File: src/sv/arpc_pkg.sv
`default_nettype none

package arpc_pkg;

    // Result status codes
    typedef enum logic [3:0] {
        ST_OK        = 4'd0,
        ST_SHORT     = 4'd1,
        ST_NOT_ARP   = 4'd2,
        ST_BAD_HTYPE = 4'd3,
        ST_BAD_PTYPE = 4'd4,
        ST_BAD_SIZES = 4'd5,
        ST_NIC_DOWN  = 4'd6,
        ST_EMPTY     = 4'd7,
        ST_NO_LOCAL  = 4'd8,
        ST_NOT_FOUND = 4'd9
    } status_t;

    // Action codes
    localparam logic [1:0] ACT_FRAME   = 2'd0;
    localparam logic [1:0] ACT_LOOKUP  = 2'd1;
    localparam logic [1:0] ACT_READ    = 2'd2;
    localparam logic [1:0] ACT_REQUEST = 2'd3;

    // Configuration register indexes
    localparam logic [1:0] CFG_LOCAL_IP       = 2'd0;
    localparam logic [1:0] CFG_LOCAL_IP_VALID = 2'd1;
    localparam logic [1:0] CFG_LOCAL_MAC      = 2'd2;
    localparam logic [1:0] CFG_NIC_READY      = 2'd3;

    // Configuration reset values
    localparam logic [31:0] LOCAL_IP_RESET = 32'h0A00_020F;

    // ARP header constants
    localparam logic [10:0] MIN_FRAME_LEN  = 11'd42;
    localparam logic [15:0] ETYPE_ARP      = 16'h0806;
    localparam logic [15:0] HTYPE_ETHER    = 16'h0001;
    localparam logic [15:0] PTYPE_IPV4     = 16'h0800;
    localparam logic [15:0] SIZES_ETH_IPV4 = 16'h0604;
    localparam logic [15:0] RX_OP_REQUEST  = 16'h0001;
    localparam logic [15:0] RX_OP_REPLY    = 16'h0002;

    // Transmitted operation codes
    localparam logic [1:0] TX_OP_REQUEST = 2'd1;
    localparam logic [1:0] TX_OP_REPLY   = 2'd2;

    localparam logic [47:0] MAC_BROADCAST = 48'hFFFF_FFFF_FFFF;

endpackage

`default_nettype wire

File: src/sv/arp_responder_with_cache_unit.sv
`default_nettype none

// Channel   Handshake               Payload
// input     in_valid / in_stall     action, frame_length ... entry_index
// output    out_valid / out_stall   status, send_frame ... valid_entry_count
// config    cfg_we                  cfg_index, cfg_data
//
// One request at a time. Frame checks, requests and empty-cache cases are settled
// in the decode state, a read passes through a fetch state, and a cache scan
// (frame learn, lookup) reads one slot per cycle behind the registered memory
// read; a hit ends the scan early.
// Valid entries always form a prefix of the slots, so a fill count replaces
// per-entry valid bits and no clearing pass follows reset.
// The finished result sits in an output register; the next request is taken
// in the cycle after it is loaded, also while it waits on out_stall.
module arp_responder_with_cache_unit #(
    parameter int CACHE_ENTRIES = 16
) (
    input  wire logic        clk,
    input  wire logic        rst_n,

    input  wire logic        cfg_we,
    input  wire logic [1:0]  cfg_index,
    input  wire logic [47:0] cfg_data,

    input  wire logic        in_valid,
    output logic             in_stall,
    input  wire logic [1:0]  action,
    input  wire logic [10:0] frame_length,
    input  wire logic [15:0] ether_type,
    input  wire logic [31:0] type_pair,
    input  wire logic [15:0] size_pair,
    input  wire logic [15:0] opcode,
    input  wire logic [47:0] src_mac,
    input  wire logic [31:0] src_ip,
    input  wire logic [31:0] tgt_ip,
    input  wire logic [31:0] query_ip,
    input  wire logic [7:0]  entry_index,

    output logic             out_valid,
    input  wire logic        out_stall,
    output logic [3:0]       status,
    output logic             send_frame,
    output logic [47:0]      tx_dst_mac,
    output logic [1:0]       tx_opcode,
    output logic [47:0]      tx_tgt_mac,
    output logic [31:0]      tx_tgt_ip,
    output logic [31:0]      found_ip,
    output logic [47:0]      found_mac,
    output logic [8:0]       valid_entry_count
);

    localparam int AW = (CACHE_ENTRIES > 1) ? $clog2(CACHE_ENTRIES) : 1;
    localparam logic [8:0]    COUNT_FULL = 9'(CACHE_ENTRIES);
    localparam logic [AW-1:0] PTR_LAST   = AW'(CACHE_ENTRIES - 1);

    typedef enum logic [2:0] {
        S_IDLE,
        S_DECODE,
        S_SCAN,
        S_FETCH,
        S_FINISH
    } state_t;

    // Configuration registers
    logic [31:0] local_ip_reg;
    logic        local_ip_valid_reg;
    logic [47:0] local_mac_reg;
    logic        nic_ready_reg;

    // Entry memory: {ip, mac}
    logic [79:0]   mem [CACHE_ENTRIES];
    logic [79:0]   rd_data_reg;
    logic [AW-1:0] rd_addr;
    logic          mem_we;
    logic [AW-1:0] mem_wa;

    state_t state_reg, state_next;

    // Latched request
    logic [1:0]  act_reg,   act_next;
    logic [10:0] len_reg,   len_next;
    logic [15:0] etype_reg, etype_next;
    logic [31:0] tpair_reg, tpair_next;
    logic [15:0] spair_reg, spair_next;
    logic [15:0] op_reg,    op_next;
    logic [47:0] smac_reg,  smac_next;
    logic [31:0] sip_reg,   sip_next;
    logic [31:0] tip_reg,   tip_next;
    logic [31:0] qip_reg,   qip_next;
    logic [7:0]  idx_reg,   idx_next;

    // Scan and cache bookkeeping
    logic [8:0]    iss_reg,     iss_next;
    logic          chk_vld_reg, chk_vld_next;
    logic [AW-1:0] chk_idx_reg, chk_idx_next;
    logic [8:0]    count_reg,   count_next;
    logic [AW-1:0] ptr_reg,     ptr_next;

    // Result being built
    arpc_pkg::status_t res_status_reg, res_status_next;
    logic        res_send_reg, res_send_next;
    logic [47:0] res_dst_reg,  res_dst_next;
    logic [1:0]  res_op_reg,   res_op_next;
    logic [47:0] res_tmac_reg, res_tmac_next;
    logic [31:0] res_tip_reg,  res_tip_next;
    logic [31:0] res_fip_reg,  res_fip_next;
    logic [47:0] res_fmac_reg, res_fmac_next;

    // Output register
    logic        out_valid_reg, out_valid_next;
    logic [3:0]  status_reg,    status_next;
    logic        send_reg,      send_next;
    logic [47:0] dst_reg,       dst_next;
    logic [1:0]  txop_reg,      txop_next;
    logic [47:0] tmac_reg,      tmac_next;
    logic [31:0] ttip_reg,      ttip_next;
    logic [31:0] fip_reg,       fip_next;
    logic [47:0] fmac_reg,      fmac_next;
    logic [8:0]  cnt_out_reg,   cnt_out_next;

    logic [31:0] scan_key;
    logic        scan_hit;
    logic        scan_done;
    logic        learn_do;
    logic        learn_hit;
    logic        reply_due;

    assign in_stall          = (state_reg != S_IDLE);
    assign out_valid         = out_valid_reg;
    assign status            = status_reg;
    assign send_frame        = send_reg;
    assign tx_dst_mac        = dst_reg;
    assign tx_opcode         = txop_reg;
    assign tx_tgt_mac        = tmac_reg;
    assign tx_tgt_ip         = ttip_reg;
    assign found_ip          = fip_reg;
    assign found_mac         = fmac_reg;
    assign valid_entry_count = cnt_out_reg;

    // Compare the returning entry against the key
    assign scan_key  = (act_reg == arpc_pkg::ACT_FRAME) ? sip_reg : qip_reg;
    assign scan_hit  = chk_vld_reg && (rd_data_reg[79:48] == scan_key);
    assign scan_done = (iss_reg == count_reg);

    // A request aimed at our address calls for a reply
    assign reply_due = (op_reg == arpc_pkg::RX_OP_REQUEST) && local_ip_valid_reg
                       && (tip_reg == local_ip_reg);

    // Entry memory: one write port, one registered read port
    always_ff @(posedge clk)
    begin
        if (mem_we)
        begin
            mem[mem_wa] <= {sip_reg, smac_reg};
        end
        rd_data_reg <= mem[rd_addr];
    end

    always_comb
    begin
        state_next      = state_reg;
        act_next        = act_reg;
        len_next        = len_reg;
        etype_next      = etype_reg;
        tpair_next      = tpair_reg;
        spair_next      = spair_reg;
        op_next         = op_reg;
        smac_next       = smac_reg;
        sip_next        = sip_reg;
        tip_next        = tip_reg;
        qip_next        = qip_reg;
        idx_next        = idx_reg;
        iss_next        = iss_reg;
        chk_vld_next    = chk_vld_reg;
        chk_idx_next    = chk_idx_reg;
        count_next      = count_reg;
        ptr_next        = ptr_reg;
        res_status_next = res_status_reg;
        res_send_next   = res_send_reg;
        res_dst_next    = res_dst_reg;
        res_op_next     = res_op_reg;
        res_tmac_next   = res_tmac_reg;
        res_tip_next    = res_tip_reg;
        res_fip_next    = res_fip_reg;
        res_fmac_next   = res_fmac_reg;
        out_valid_next  = out_valid_reg;
        status_next     = status_reg;
        send_next       = send_reg;
        dst_next        = dst_reg;
        txop_next       = txop_reg;
        tmac_next       = tmac_reg;
        ttip_next       = ttip_reg;
        fip_next        = fip_reg;
        fmac_next       = fmac_reg;
        cnt_out_next    = cnt_out_reg;
        rd_addr         = iss_reg[AW-1:0];
        learn_do        = 1'b0;
        learn_hit       = 1'b0;
        mem_we          = 1'b0;
        mem_wa          = ptr_reg;

        // Drop the result once taken
        if (out_valid_reg && !out_stall)
        begin
            out_valid_next = 1'b0;
        end

        unique case (state_reg)
            S_IDLE:
            begin
                if (in_valid)
                begin
                    act_next   = action;
                    len_next   = frame_length;
                    etype_next = ether_type;
                    tpair_next = type_pair;
                    spair_next = size_pair;
                    op_next    = opcode;
                    smac_next  = src_mac;
                    sip_next   = src_ip;
                    tip_next   = tgt_ip;
                    qip_next   = query_ip;
                    idx_next   = entry_index;
                    state_next = S_DECODE;
                end
            end

            S_DECODE:
            begin
                res_status_next = arpc_pkg::ST_OK;
                res_send_next   = 1'b0;
                res_dst_next    = '0;
                res_op_next     = '0;
                res_tmac_next   = '0;
                res_tip_next    = '0;
                res_fip_next    = '0;
                res_fmac_next   = '0;
                iss_next        = '0;
                chk_vld_next    = 1'b0;
                state_next      = S_FINISH;
                unique case (act_reg)
                    arpc_pkg::ACT_FRAME:
                    begin
                        priority if (len_reg < arpc_pkg::MIN_FRAME_LEN)
                        begin
                            res_status_next = arpc_pkg::ST_SHORT;
                        end
                        else if (etype_reg != arpc_pkg::ETYPE_ARP)
                        begin
                            res_status_next = arpc_pkg::ST_NOT_ARP;
                        end
                        else if (tpair_reg[31:16] != arpc_pkg::HTYPE_ETHER)
                        begin
                            res_status_next = arpc_pkg::ST_BAD_HTYPE;
                        end
                        else if (tpair_reg[15:0] != arpc_pkg::PTYPE_IPV4)
                        begin
                            res_status_next = arpc_pkg::ST_BAD_PTYPE;
                        end
                        else if (spair_reg != arpc_pkg::SIZES_ETH_IPV4)
                        begin
                            res_status_next = arpc_pkg::ST_BAD_SIZES;
                        end
                        else if (count_reg == '0)
                        begin
                            learn_do = 1'b1;
                        end
                        else
                        begin
                            state_next = S_SCAN;
                        end
                    end

                    arpc_pkg::ACT_LOOKUP:
                    begin
                        if (count_reg == '0)
                        begin
                            res_status_next = arpc_pkg::ST_EMPTY;
                        end
                        else
                        begin
                            state_next = S_SCAN;
                        end
                    end

                    arpc_pkg::ACT_READ:
                    begin
                        priority if (count_reg == '0)
                        begin
                            res_status_next = arpc_pkg::ST_EMPTY;
                        end
                        else if ({1'b0, idx_reg} < count_reg)
                        begin
                            rd_addr    = idx_reg[AW-1:0];
                            state_next = S_FETCH;
                        end
                        else
                        begin
                            res_status_next = arpc_pkg::ST_NOT_FOUND;
                        end
                    end

                    arpc_pkg::ACT_REQUEST:
                    begin
                        priority if (!nic_ready_reg)
                        begin
                            res_status_next = arpc_pkg::ST_NIC_DOWN;
                        end
                        else if (!local_ip_valid_reg)
                        begin
                            res_status_next = arpc_pkg::ST_NO_LOCAL;
                        end
                        else
                        begin
                            res_send_next = 1'b1;
                            res_dst_next  = arpc_pkg::MAC_BROADCAST;
                            res_op_next   = arpc_pkg::TX_OP_REQUEST;
                            res_tmac_next = '0;
                            res_tip_next  = qip_reg;
                        end
                    end
                endcase
            end

            S_SCAN:
            begin
                // Issue the next slot read
                if (iss_reg < count_reg)
                begin
                    chk_vld_next = 1'b1;
                    chk_idx_next = iss_reg[AW-1:0];
                    iss_next     = iss_reg + 9'd1;
                end
                else
                begin
                    chk_vld_next = 1'b0;
                end

                // Stop on a match or after the last valid slot
                if (scan_hit || scan_done)
                begin
                    state_next = S_FINISH;
                    if (act_reg == arpc_pkg::ACT_FRAME)
                    begin
                        learn_do  = 1'b1;
                        learn_hit = scan_hit;
                    end
                    else if (scan_hit)
                    begin
                        res_status_next = arpc_pkg::ST_OK;
                        res_fmac_next   = rd_data_reg[47:0];
                    end
                    else
                    begin
                        res_status_next = arpc_pkg::ST_NOT_FOUND;
                    end
                end
            end

            S_FETCH:
            begin
                res_status_next = arpc_pkg::ST_OK;
                res_fip_next    = rd_data_reg[79:48];
                res_fmac_next   = rd_data_reg[47:0];
                state_next      = S_FINISH;
            end

            S_FINISH:
            begin
                if (!out_valid_reg || !out_stall)
                begin
                    out_valid_next = 1'b1;
                    status_next    = res_status_reg;
                    send_next      = res_send_reg;
                    dst_next       = res_dst_reg;
                    txop_next      = res_op_reg;
                    tmac_next      = res_tmac_reg;
                    ttip_next      = res_tip_reg;
                    fip_next       = res_fip_reg;
                    fmac_next      = res_fmac_reg;
                    cnt_out_next   = count_reg;
                    state_next     = S_IDLE;
                end
            end
        endcase

        // Learn the sender: update the matching slot or replace round-robin, and reply if due
        if (learn_do)
        begin
            mem_we = 1'b1;
            if (learn_hit)
            begin
                mem_wa = chk_idx_reg;
            end
            else
            begin
                mem_wa   = ptr_reg;
                ptr_next = (ptr_reg == PTR_LAST) ? '0 : ptr_reg + AW'(1);
                if (count_reg != COUNT_FULL)
                begin
                    count_next = count_reg + 9'd1;
                end
            end

            if (reply_due)
            begin
                if (!nic_ready_reg)
                begin
                    res_status_next = arpc_pkg::ST_NIC_DOWN;
                end
                else
                begin
                    res_send_next = 1'b1;
                    res_dst_next  = smac_reg;
                    res_op_next   = arpc_pkg::TX_OP_REPLY;
                    res_tmac_next = smac_reg;
                    res_tip_next  = sip_reg;
                end
            end
        end
    end

    always_ff @(posedge clk or negedge rst_n)
    begin
        if (!rst_n)
        begin
            local_ip_reg       <= arpc_pkg::LOCAL_IP_RESET;
            local_ip_valid_reg <= 1'b1;
            local_mac_reg      <= '0;
            nic_ready_reg      <= 1'b0;
            state_reg          <= S_IDLE;
            act_reg            <= '0;
            len_reg            <= '0;
            etype_reg          <= '0;
            tpair_reg          <= '0;
            spair_reg          <= '0;
            op_reg             <= '0;
            smac_reg           <= '0;
            sip_reg            <= '0;
            tip_reg            <= '0;
            qip_reg            <= '0;
            idx_reg            <= '0;
            iss_reg            <= '0;
            chk_vld_reg        <= 1'b0;
            chk_idx_reg        <= '0;
            count_reg          <= '0;
            ptr_reg            <= '0;
            res_status_reg     <= arpc_pkg::ST_OK;
            res_send_reg       <= 1'b0;
            res_dst_reg        <= '0;
            res_op_reg         <= '0;
            res_tmac_reg       <= '0;
            res_tip_reg        <= '0;
            res_fip_reg        <= '0;
            res_fmac_reg       <= '0;
            out_valid_reg      <= 1'b0;
            status_reg         <= '0;
            send_reg           <= 1'b0;
            dst_reg            <= '0;
            txop_reg           <= '0;
            tmac_reg           <= '0;
            ttip_reg           <= '0;
            fip_reg            <= '0;
            fmac_reg           <= '0;
            cnt_out_reg        <= '0;
        end
        else
        begin
            // Configuration writes
            if (cfg_we)
            begin
                unique case (cfg_index)
                    arpc_pkg::CFG_LOCAL_IP:       local_ip_reg       <= cfg_data[31:0];
                    arpc_pkg::CFG_LOCAL_IP_VALID: local_ip_valid_reg <= cfg_data[0];
                    arpc_pkg::CFG_LOCAL_MAC:      local_mac_reg      <= cfg_data;
                    arpc_pkg::CFG_NIC_READY:      nic_ready_reg      <= cfg_data[0];
                endcase
            end
            state_reg      <= state_next;
            act_reg        <= act_next;
            len_reg        <= len_next;
            etype_reg      <= etype_next;
            tpair_reg      <= tpair_next;
            spair_reg      <= spair_next;
            op_reg         <= op_next;
            smac_reg       <= smac_next;
            sip_reg        <= sip_next;
            tip_reg        <= tip_next;
            qip_reg        <= qip_next;
            idx_reg        <= idx_next;
            iss_reg        <= iss_next;
            chk_vld_reg    <= chk_vld_next;
            chk_idx_reg    <= chk_idx_next;
            count_reg      <= count_next;
            ptr_reg        <= ptr_next;
            res_status_reg <= res_status_next;
            res_send_reg   <= res_send_next;
            res_dst_reg    <= res_dst_next;
            res_op_reg     <= res_op_next;
            res_tmac_reg   <= res_tmac_next;
            res_tip_reg    <= res_tip_next;
            res_fip_reg    <= res_fip_next;
            res_fmac_reg   <= res_fmac_next;
            out_valid_reg  <= out_valid_next;
            status_reg     <= status_next;
            send_reg       <= send_next;
            dst_reg        <= dst_next;
            txop_reg       <= txop_next;
            tmac_reg       <= tmac_next;
            ttip_reg       <= ttip_next;
            fip_reg        <= fip_next;
            fmac_reg       <= fmac_next;
            cnt_out_reg    <= cnt_out_next;
        end
    end

    // Own MAC is stored but neither used nor output; fold it into nothing here
    logic unused_mac;
    assign unused_mac = ^local_mac_reg;

endmodule

`default_nettype wire

File: config.mk
export PLATFORM = sky130hd
export DESIGN_NAME = arp_responder_with_cache_unit
export DESIGN_NICKNAME = d
export VERILOG_FILES = /design/src/sv/arpc_pkg.sv /design/src/sv/arp_responder_with_cache_unit.sv
export SDC_FILE = /design/constraint.sdc
export NUM_CORES = 2
export LEC_CHECK = 0
export BUFFER_PORTS_ARGS = -buffer_cell sky130_fd_sc_hd__buf_4
export CAP_MARGIN = 25
export CORE_AREA = 2 2 337 589
export CTS_BUF_LIST = sky130_fd_sc_hd__clkbuf_4 sky130_fd_sc_hd__clkbuf_8
export CTS_CLUSTER_DIAMETER = 30
export DETAILED_ROUTE_END_ITERATION = 10
export DIE_AREA = 0 0 339 591
export HOLD_SLACK_MARGIN = 0.1
export PLACE_DENSITY_LB_ADDON = 0.05
export RECOVER_POWER = 100
export SETUP_SLACK_MARGIN = 0.4
export SYNTH_ARGS = -nofsm -noshare
export SYNTH_HDL_FRONTEND = slang
export SYNTH_SLANG_ARGS = --single-unit
File: constraint.sdc
create_clock -name clk -period 8.45 [get_ports clk]
set_clock_uncertainty 0.15 [all_clocks]
set_input_delay 0.845 -clock clk [delete_from_list [all_inputs] [get_ports clk]]
set_output_delay 0.845 -clock clk [all_outputs]
set_load 0.03 [all_outputs]
# Word level (Yosys, flattened, before mapping)
# Memory sizes are Yosys's and may differ from the RTL's. A register that Yosys moved wholly into a read port is not among the register bits.
# Index checks and enable logic that the tools add are counted.
classes:
  addsub: 3
  magnitude_cmp: 3
  n_eq_ne: 25
  mux: 99
  bitwise: 1
  reduce_logical: 27
op_table:
  columns: ["operator", "count"]
  rows:
  - ["two-way mux 48 bit", 14]
  - ["two-way mux 32 bit", 8]
  - ["one-hot mux 48 bit (3 select lines)", 1]
  - ["two-way mux 4 bit", 17]
  - ["equality test 32 bit", 2]
  - ["one-hot mux 32 bit (2 select lines)", 1]
  - ["two-way mux 3 bit", 17]
  - ["inequality test 16 x 12 -> 1 bit, second input constant", 2]
  - ["two-way mux 1 bit", 29]
  - ["adder 9 x 1 -> 9 bit, second input constant", 2]
  - ["one-hot mux 9 bit (2 select lines)", 1]
  - ["equality test 16 x 1 -> 1 bit, second input constant", 1]
  - ["inequality test 16 x 1 -> 1 bit, second input constant", 1]
  - ["inequality test 16 x 11 -> 1 bit, second input constant", 1]
  - ["one-hot mux 4 bit (4 select lines)", 1]
  - ["AND reduction 2 bit", 8]
  - ["one-hot mux 3 bit (5 select lines)", 1]
  - ["inequality test 2 bit, second input constant", 6]
  - ["one-hot mux 4 bit (3 select lines)", 1]
  - ["< comparator 11 x 6 -> 1 bit, second input constant", 1]
  - ["equality test 9 bit", 1]
  - ["logical NOT 9 bit", 1]
  - ["< comparator 8 x 9 -> 1 bit", 1]
  - ["< comparator 9 bit", 1]
  - ["22 further kinds", 39]
word_totals:
  register_bits: 749
  ramBits: 1280
  in_bits: 300
  out_inout_bits: 226
  word_cells: 197
  memories: 1
mem_list:
  columns: ["memory", "words", "width", "rd", "rd_clocked_by_memory_dff", "write_ports", "line", "text"]
  rows:
  - ["mem", 16, 80, 1, 1, 1, "arp_responder_with_cache_unit.sv:72", "logic [79:0] mem [CACHE_ENTRIES];"]

# Logic depth before layout (Yosys ltp)
depth:
  word_depth: 12
  ltp_mapped: 14

# Least setup slack after synthesis
# OpenSTA, ideal clock, no wires.
synth_path:
  kind: "reg2reg"
  startpoint: "reg act_reg[0]"
  endpoint: "mem mem[7][0] (enable)"
  arrival_ns: 8.026
  t_required_ns: 7.659
  path_slack_ns: -0.366
  stages_incl_launch_ff: 12
  period_less_slack_ns: 8.816
  cell_sequence: "dfrtp_1 buf_6 nor2_1 buf_2 buf_2 nand2_1 nor4bb_1 nand4_1 nor4b_2 a31oi_1 nor2_1 o32ai_1"
synth_via:
  elab_chain_len: 10
  word_cells_on_any_way: 17
  classes_between: "eq/ne: 1; mux: 13; reduce/logical: 3"
synth_lines:
  columns: ["element", "line", "text"]
  rows:
  - ["start: declaration", "arp_responder_with_cache_unit.sv:81", "logic [1:0] act_reg, act_next;"]
  - ["start signal: assignment", "arp_responder_with_cache_unit.sv:481", "act_reg <= act_next;"]
  - ["logical NOT 2 bit (*)", "arp_responder_with_cache_unit.sv:142, arp_responder_with_cache_unit.sv:242, arp_responder_with_cache_unit.sv:344", null]
  - ["two-way mux 32 bit", "arp_responder_with_cache_unit.sv:142", "assign scan_key = (act_reg == arpc_pkg::ACT_FRAME) ? sip_reg : qip_reg;"]
  - ["equality test 32 bit", "arp_responder_with_cache_unit.sv:143", "assign scan_hit = chk_vld_reg && (rd_data_reg[79:48] == scan_key);"]
  - ["logical AND 1 bit", "arp_responder_with_cache_unit.sv:143", null]
  - ["logical OR 1 bit", "arp_responder_with_cache_unit.sv:341", "if (scan_hit || scan_done)"]
  - ["two-way mux 1 bit", "arp_responder_with_cache_unit.sv:341", null]
  - ["one-hot mux 1 bit (2 select lines)", "arp_responder_with_cache_unit.sv:209", "unique case (state_reg)"]
  - ["two-way mux 1 bit", "arp_responder_with_cache_unit.sv:389", "if (learn_do)"]
  - ["two-way mux 1 bit", "arp_responder_with_cache_unit.sv:153", "if (mem_we)"]
  - ["two-way mux 1 bit (implied by the code)", "arp_responder_with_cache_unit.sv:155", "mem[mem_wa] <= {sip_reg, smac_reg};"]
  - ["end: declaration", "arp_responder_with_cache_unit.sv:72", null]
# Mark *: on every way between the ends. The rest lies on a longest branch, timed or not.

# Final worst setup path
layout_path:
  startpoint: "reg count_reg[6]"
  endpoint: "reg rd_data_reg[72], read port of mem"
layout_via:
  elab_chain_len: 5
  word_cells_on_any_way: 6
  classes_between: "order compare: 1; mux: 4; reduce/logical: 1"
layout_lines:
  columns: ["element", "line", "text"]
  rows:
  - ["start: declaration", "arp_responder_with_cache_unit.sv:97", "logic [8:0] count_reg, count_next;"]
  - ["start signal: assignment", "arp_responder_with_cache_unit.sv:495", "count_reg <= count_next;"]
  - ["< comparator 8 x 9 -> 1 bit", "arp_responder_with_cache_unit.sv:293", "else if ({1'b0, idx_reg} < count_reg)"]
  - ["two-way mux 4 bit", "arp_responder_with_cache_unit.sv:293", null]
  - ["two-way mux 4 bit (*)", "arp_responder_with_cache_unit.sv:289", "priority if (count_reg == '0)"]
  - ["two-way mux 4 bit (*)", "arp_responder_with_cache_unit.sv:242", "unique case (act_reg)"]
  - ["two-way mux 4 bit (*)", "arp_responder_with_cache_unit.sv:209", null]
  - ["end: declaration", "arp_responder_with_cache_unit.sv:73", "logic [79:0] rd_data_reg;"]
# Marked as above.
# A chain may end at the register's enable or synchronous reset.

==> implementation parameters <==
Parameter                              Value

Worst setup path
  Worst-path cell chain ... inv_1 -> ha_1 -> a211oi_1 -> o32ai_1 -> a21oi_1 -> or4b_1 -> buf_4 -> mux2i_1 -> clkbuf_2 -> mux2i_1 -> o22ai_1 -> or4_1
  Family with the most delay on the worst path ... multiplexers
  Worst path max stage delay ... 1800 ps
  Data required time at the worst endpoint ... slightly above 9000 ps
  Highest fanout seen on the critical path ... 47
  Buffers plus inverters on the worst setup path ... 3
  Critical-path top delay cell ... sky130_fd_sc_hd__mux2i_1
  Startpoint type of the worst setup path ... flop
  Critical path data arrival time ... about 7700 ps
  Crit. End Element ... flop
  Most common cell type on the critical path ... sky130_fd_sc_hd__mux2i_1
  Setup Crit Path Kind ... flop to flop

Drt
  DRT Wirelength ... 242 mm
  Initial DRT Pass Iterations ... 6
  Via density ... 5.30
  Detailed-route via count ... about 50,000
  # DRC ... 0
  Initial drt markers ... 3,332
  Number of antenna-violating nets in the routed design ... 0
  Wire per inst ... roughly 26 um

Timing
  Clock period minus final worst setup slack ... 7100 ps
  Count of endpoints failing setup in the final report ... 0
  Smallest setup slack after layout ... 1350 ps
  Achievable Freq ... between 0.1 and 0.15 GHz
  Transition at the pin with the smallest max-transition slack ... around 4600 ps
  Final Hold Fails ... 0
  Unrepaired setup endpoints after global routing ... no
  Final Max Tran Viols ... slightly below 700
  Normalized max-slew margin ... -2.05
  Tightest hold margin ... just over 200 ps
  Ratio of final minimum period to clock period ... 0.840
  Total Negative Setup Slacks ... 0 ps

Yosys
  Most frequently used flop master after synthesis ... sky130_fd_sc_hd__edfxtp_1
  Yosys warning total ... 0
  Register bit total from synthesis ... 2,108
  Async set-reset flop share out of synthesis ... 0.355
  Synthesized area per cell ... roughly 15 sq um
  Net count after synthesis ... 5,846
  Count of cell types in the netlist ... 71
  Seq/Total Area, Yosys ... 0.720
  Cells after Synth ... 5,526
  Post-synthesis cell area ... 81,600 sq um
  Post-synth EDFFs ... around 1,300

Layout
  Area of all placed cells without fillers ... about 99,000 sq um
  Final cell count without fillers ... about 9,400
  Final core utilization ... 0.504
  Proportion of layout cells with a drive suffix above 1 ... 0.188
  Top library cells by usage in the layout, fill and taps aside ... 1,280 x sky130_fd_sc_hd__edfxtp_1, 956 x sky130_fd_sc_hd__nand2_1, 752 x sky130_fd_sc_hd__mux2i_1
  Synth-to-layout area growth ... 20.7%
  Most common library cell in the layout ignoring fill and taps ... sky130_fd_sc_hd__edfxtp_1
  Nets@finish ... between 6,000 and 7,000
  Max reg flops ... between 1,000 and 1,500

Status
  Violated checks ... max-capacitance violations, max-slew violations
  Outcome ... finished with violations

GRT
  Number of global-route vias before repair ... between 50,000 and 60,000
  First-pass GRT wire length ... about 350 mm
  Number of antenna violations at the first check in global routing ... 16
  Sum of overflow across all layers after global routing ... 0
  Total track usage ... 0.238
  Pin count of the biggest net entering global routing ... around 150

Pwr
  Maximum ir drop on the vdd rail ... roughly 180 uV
  Final total power ... around 28 mW
  Cell leakage power ... roughly 43 nW
  Cell area power density ... ~280 nW/um^2

Clock network
  Clock buffer count from CTS ... approximately 360
  Clk Latency, worst-skew pair ... 970 ps
  TritonCTS clock tree ... done
  Clk buf depth ... 4
  Number of sinks driven by the clock tree ... roughly 2,100
  # resized after CTS ... 0
  Root buffer cell ... sky130_fd_sc_hd__clkbuf_8
  Clock-pin slew of the registers on the worst-case setup and hold paths ... around 60 ps
  Number of levels the H-tree was split into ... 5

Worst hold path
  Classification of the worst-slack hold path ... input pin to flop

Place
  Port Buf Inserts ... approximately 510
  Half-perimeter wire length of the detailed placement result ... around 140 mm
  RD Place Congestion ... roughly 0.83
  Instance area after placement ... 88,800 sq um
  # placed instances ... between 8,000 and 9,000
  Worst setup slack after placement ... around 2200 ps

Die
  Floorplan die area ... 200,000 sq um
  Number of standard-cell rows in the floorplan ... between 200 and 250
  Initial core utilization ... 0.417
  Chip Height ... ~590 um
  Boundary pin count ... 526
  Floorplan Core Area ... just under 200,000 sq um
  Die W ... ~340 um

Flow run
  Total of max-cap violations ... 17
==> worst reg2reg max path, delay by kind of cell (launching register included) <==
kind            cells  cell delay [ps]
compound gates      4              770
fa+ha+maj           1              310
buf+inv             3             1850
flops               1              420
mux                 2             2150
simple gates        2             1240
==> power by group <==
part / leakage, nW / switching, mW / total [mW] / internal, mW
sequential: 22.2 / 1.58 / 14.2 / 12.6
combinational: 17.0 / 2.18 / 3.32 / 1.13
clock: 4.11 / 4.37 / 10.2 / 5.81
==> final timing paths <==
kind	startpoint	to	slack, ps	cells past startpoint
worst max-delay path	count_reg[6]	rd_data_reg[72]	1350	12
worst min-delay path	cfg_index[1]	nic_ready_reg	210	3
worst max register to register	count_reg[6]	rd_data_reg[72]	1350	12
worst min register to register	rd_data_reg[14]	res_fmac_reg[14]	280	2
max in group asynchronous	rst_n	res_fmac_reg[2]	2220	4
min in group asynchronous	rst_n	tpair_reg[14]	1960	2
==> area by class of cell <==
cell class / instances / area (sq um)
Timing Repair Buffer: 881 / 6760
Antenna cell: 12 / 30.0
Inverter: 107 / 402
Fill cell: 17100 / 97100
Clock buffer: 474 / 6070
Tap cell: 2604 / 3260
Clock inverter: 196 / 1990
Sequential cell: 2108 / 58800
Multi-Input combinational cell: 3009 / 21200
==> what timing repair did <==
item                                   CTS  global route
hold buffers                           278             0
endpoints found under the hold margin  356             0
setup buffers                            0             0
==> Yosys cell counts, types with 4 or more instances <==
library cell,instances,area (sq um)
sky130_fd_sc_hd__nor4_1,24,150
sky130_fd_sc_hd__a21oi_1,76,380
sky130_fd_sc_hd__dfstp_2,8,210
sky130_fd_sc_hd__o221ai_1,6,52.6
sky130_fd_sc_hd__nand4_1,17,106
sky130_fd_sc_hd__nand2_1,956,3590
sky130_fd_sc_hd__buf_6,15,169
sky130_fd_sc_hd__o32ai_1,9,78.8
sky130_fd_sc_hd__a22oi_1,9,67.6
sky130_fd_sc_hd__or4_1,86,646
sky130_fd_sc_hd__o211ai_1,10,75.1
sky130_fd_sc_hd__nor2b_1,5,31.3
sky130_fd_sc_hd__clkbuf_1,184,691
sky130_fd_sc_hd__mux2i_1,752,7530
sky130_fd_sc_hd__mux2_1,20,225
sky130_fd_sc_hd__dfxtp_1,80,1600
sky130_fd_sc_hd__a31oi_1,6,37.5
sky130_fd_sc_hd__nand3_1,21,105
sky130_fd_sc_hd__nand2b_1,14,87.6
sky130_fd_sc_hd__o21ai_0,136,681
sky130_fd_sc_hd__xor2_1,29,254
sky130_fd_sc_hd__mux2_2,257,2890
sky130_fd_sc_hd__a2bb2o_1,4,40.0
sky130_fd_sc_hd__o2111ai_1,8,70.1
sky130_fd_sc_hd__nor2_1,31,116
sky130_fd_sc_hd__nor3_1,19,95.1
sky130_fd_sc_hd__buf_2,100,500
sky130_fd_sc_hd__o22ai_1,331,2070
sky130_fd_sc_hd__a22o_1,24,210
sky130_fd_sc_hd__edfxtp_1,1280,38400
sky130_fd_sc_hd__ha_1,20,250
sky130_fd_sc_hd__or2_2,6,37.5
sky130_fd_sc_hd__or3_1,9,56.3
sky130_fd_sc_hd__dfrtp_1,740,18500
sky130_fd_sc_hd__nand3b_1,5,37.5
sky130_fd_sc_hd__nor4b_1,15,131
sky130_fd_sc_hd__inv_1,106,398
sky130_fd_sc_hd__a211o_1,4,35.0
sky130_fd_sc_hd__xnor2_1,38,333
sky130_fd_sc_hd__a211oi_1,7,52.6
sky130_fd_sc_hd__o21a_1,4,30.0
==> cells by family after synthesis <==
group | share of synthesized area
AND/OR/NAND/NOR | 0.0664
AO/OA/AOI/OAI | 0.0513
buffers and inverters | 0.0217
XOR/XNOR | 0.00719
flip-flops | 0.720
adder cells (fa/ha/maj) | 0.00307
multiplexers | 0.130
==> metal layers <==
metal | track usage | up-vias | share of wire
met2 | 0.440 | 1364 | 0.53
met4 | 0.0802 | 2 | 0.032
met1 | 0.278 | 25600 | 0.39
met5 | 0 | - | 0.000045
li1 | - | 22400 | -
met3 | 0.0385 | 427 | 0.043
No activity file was read; power rests on OpenSTA's default activity.
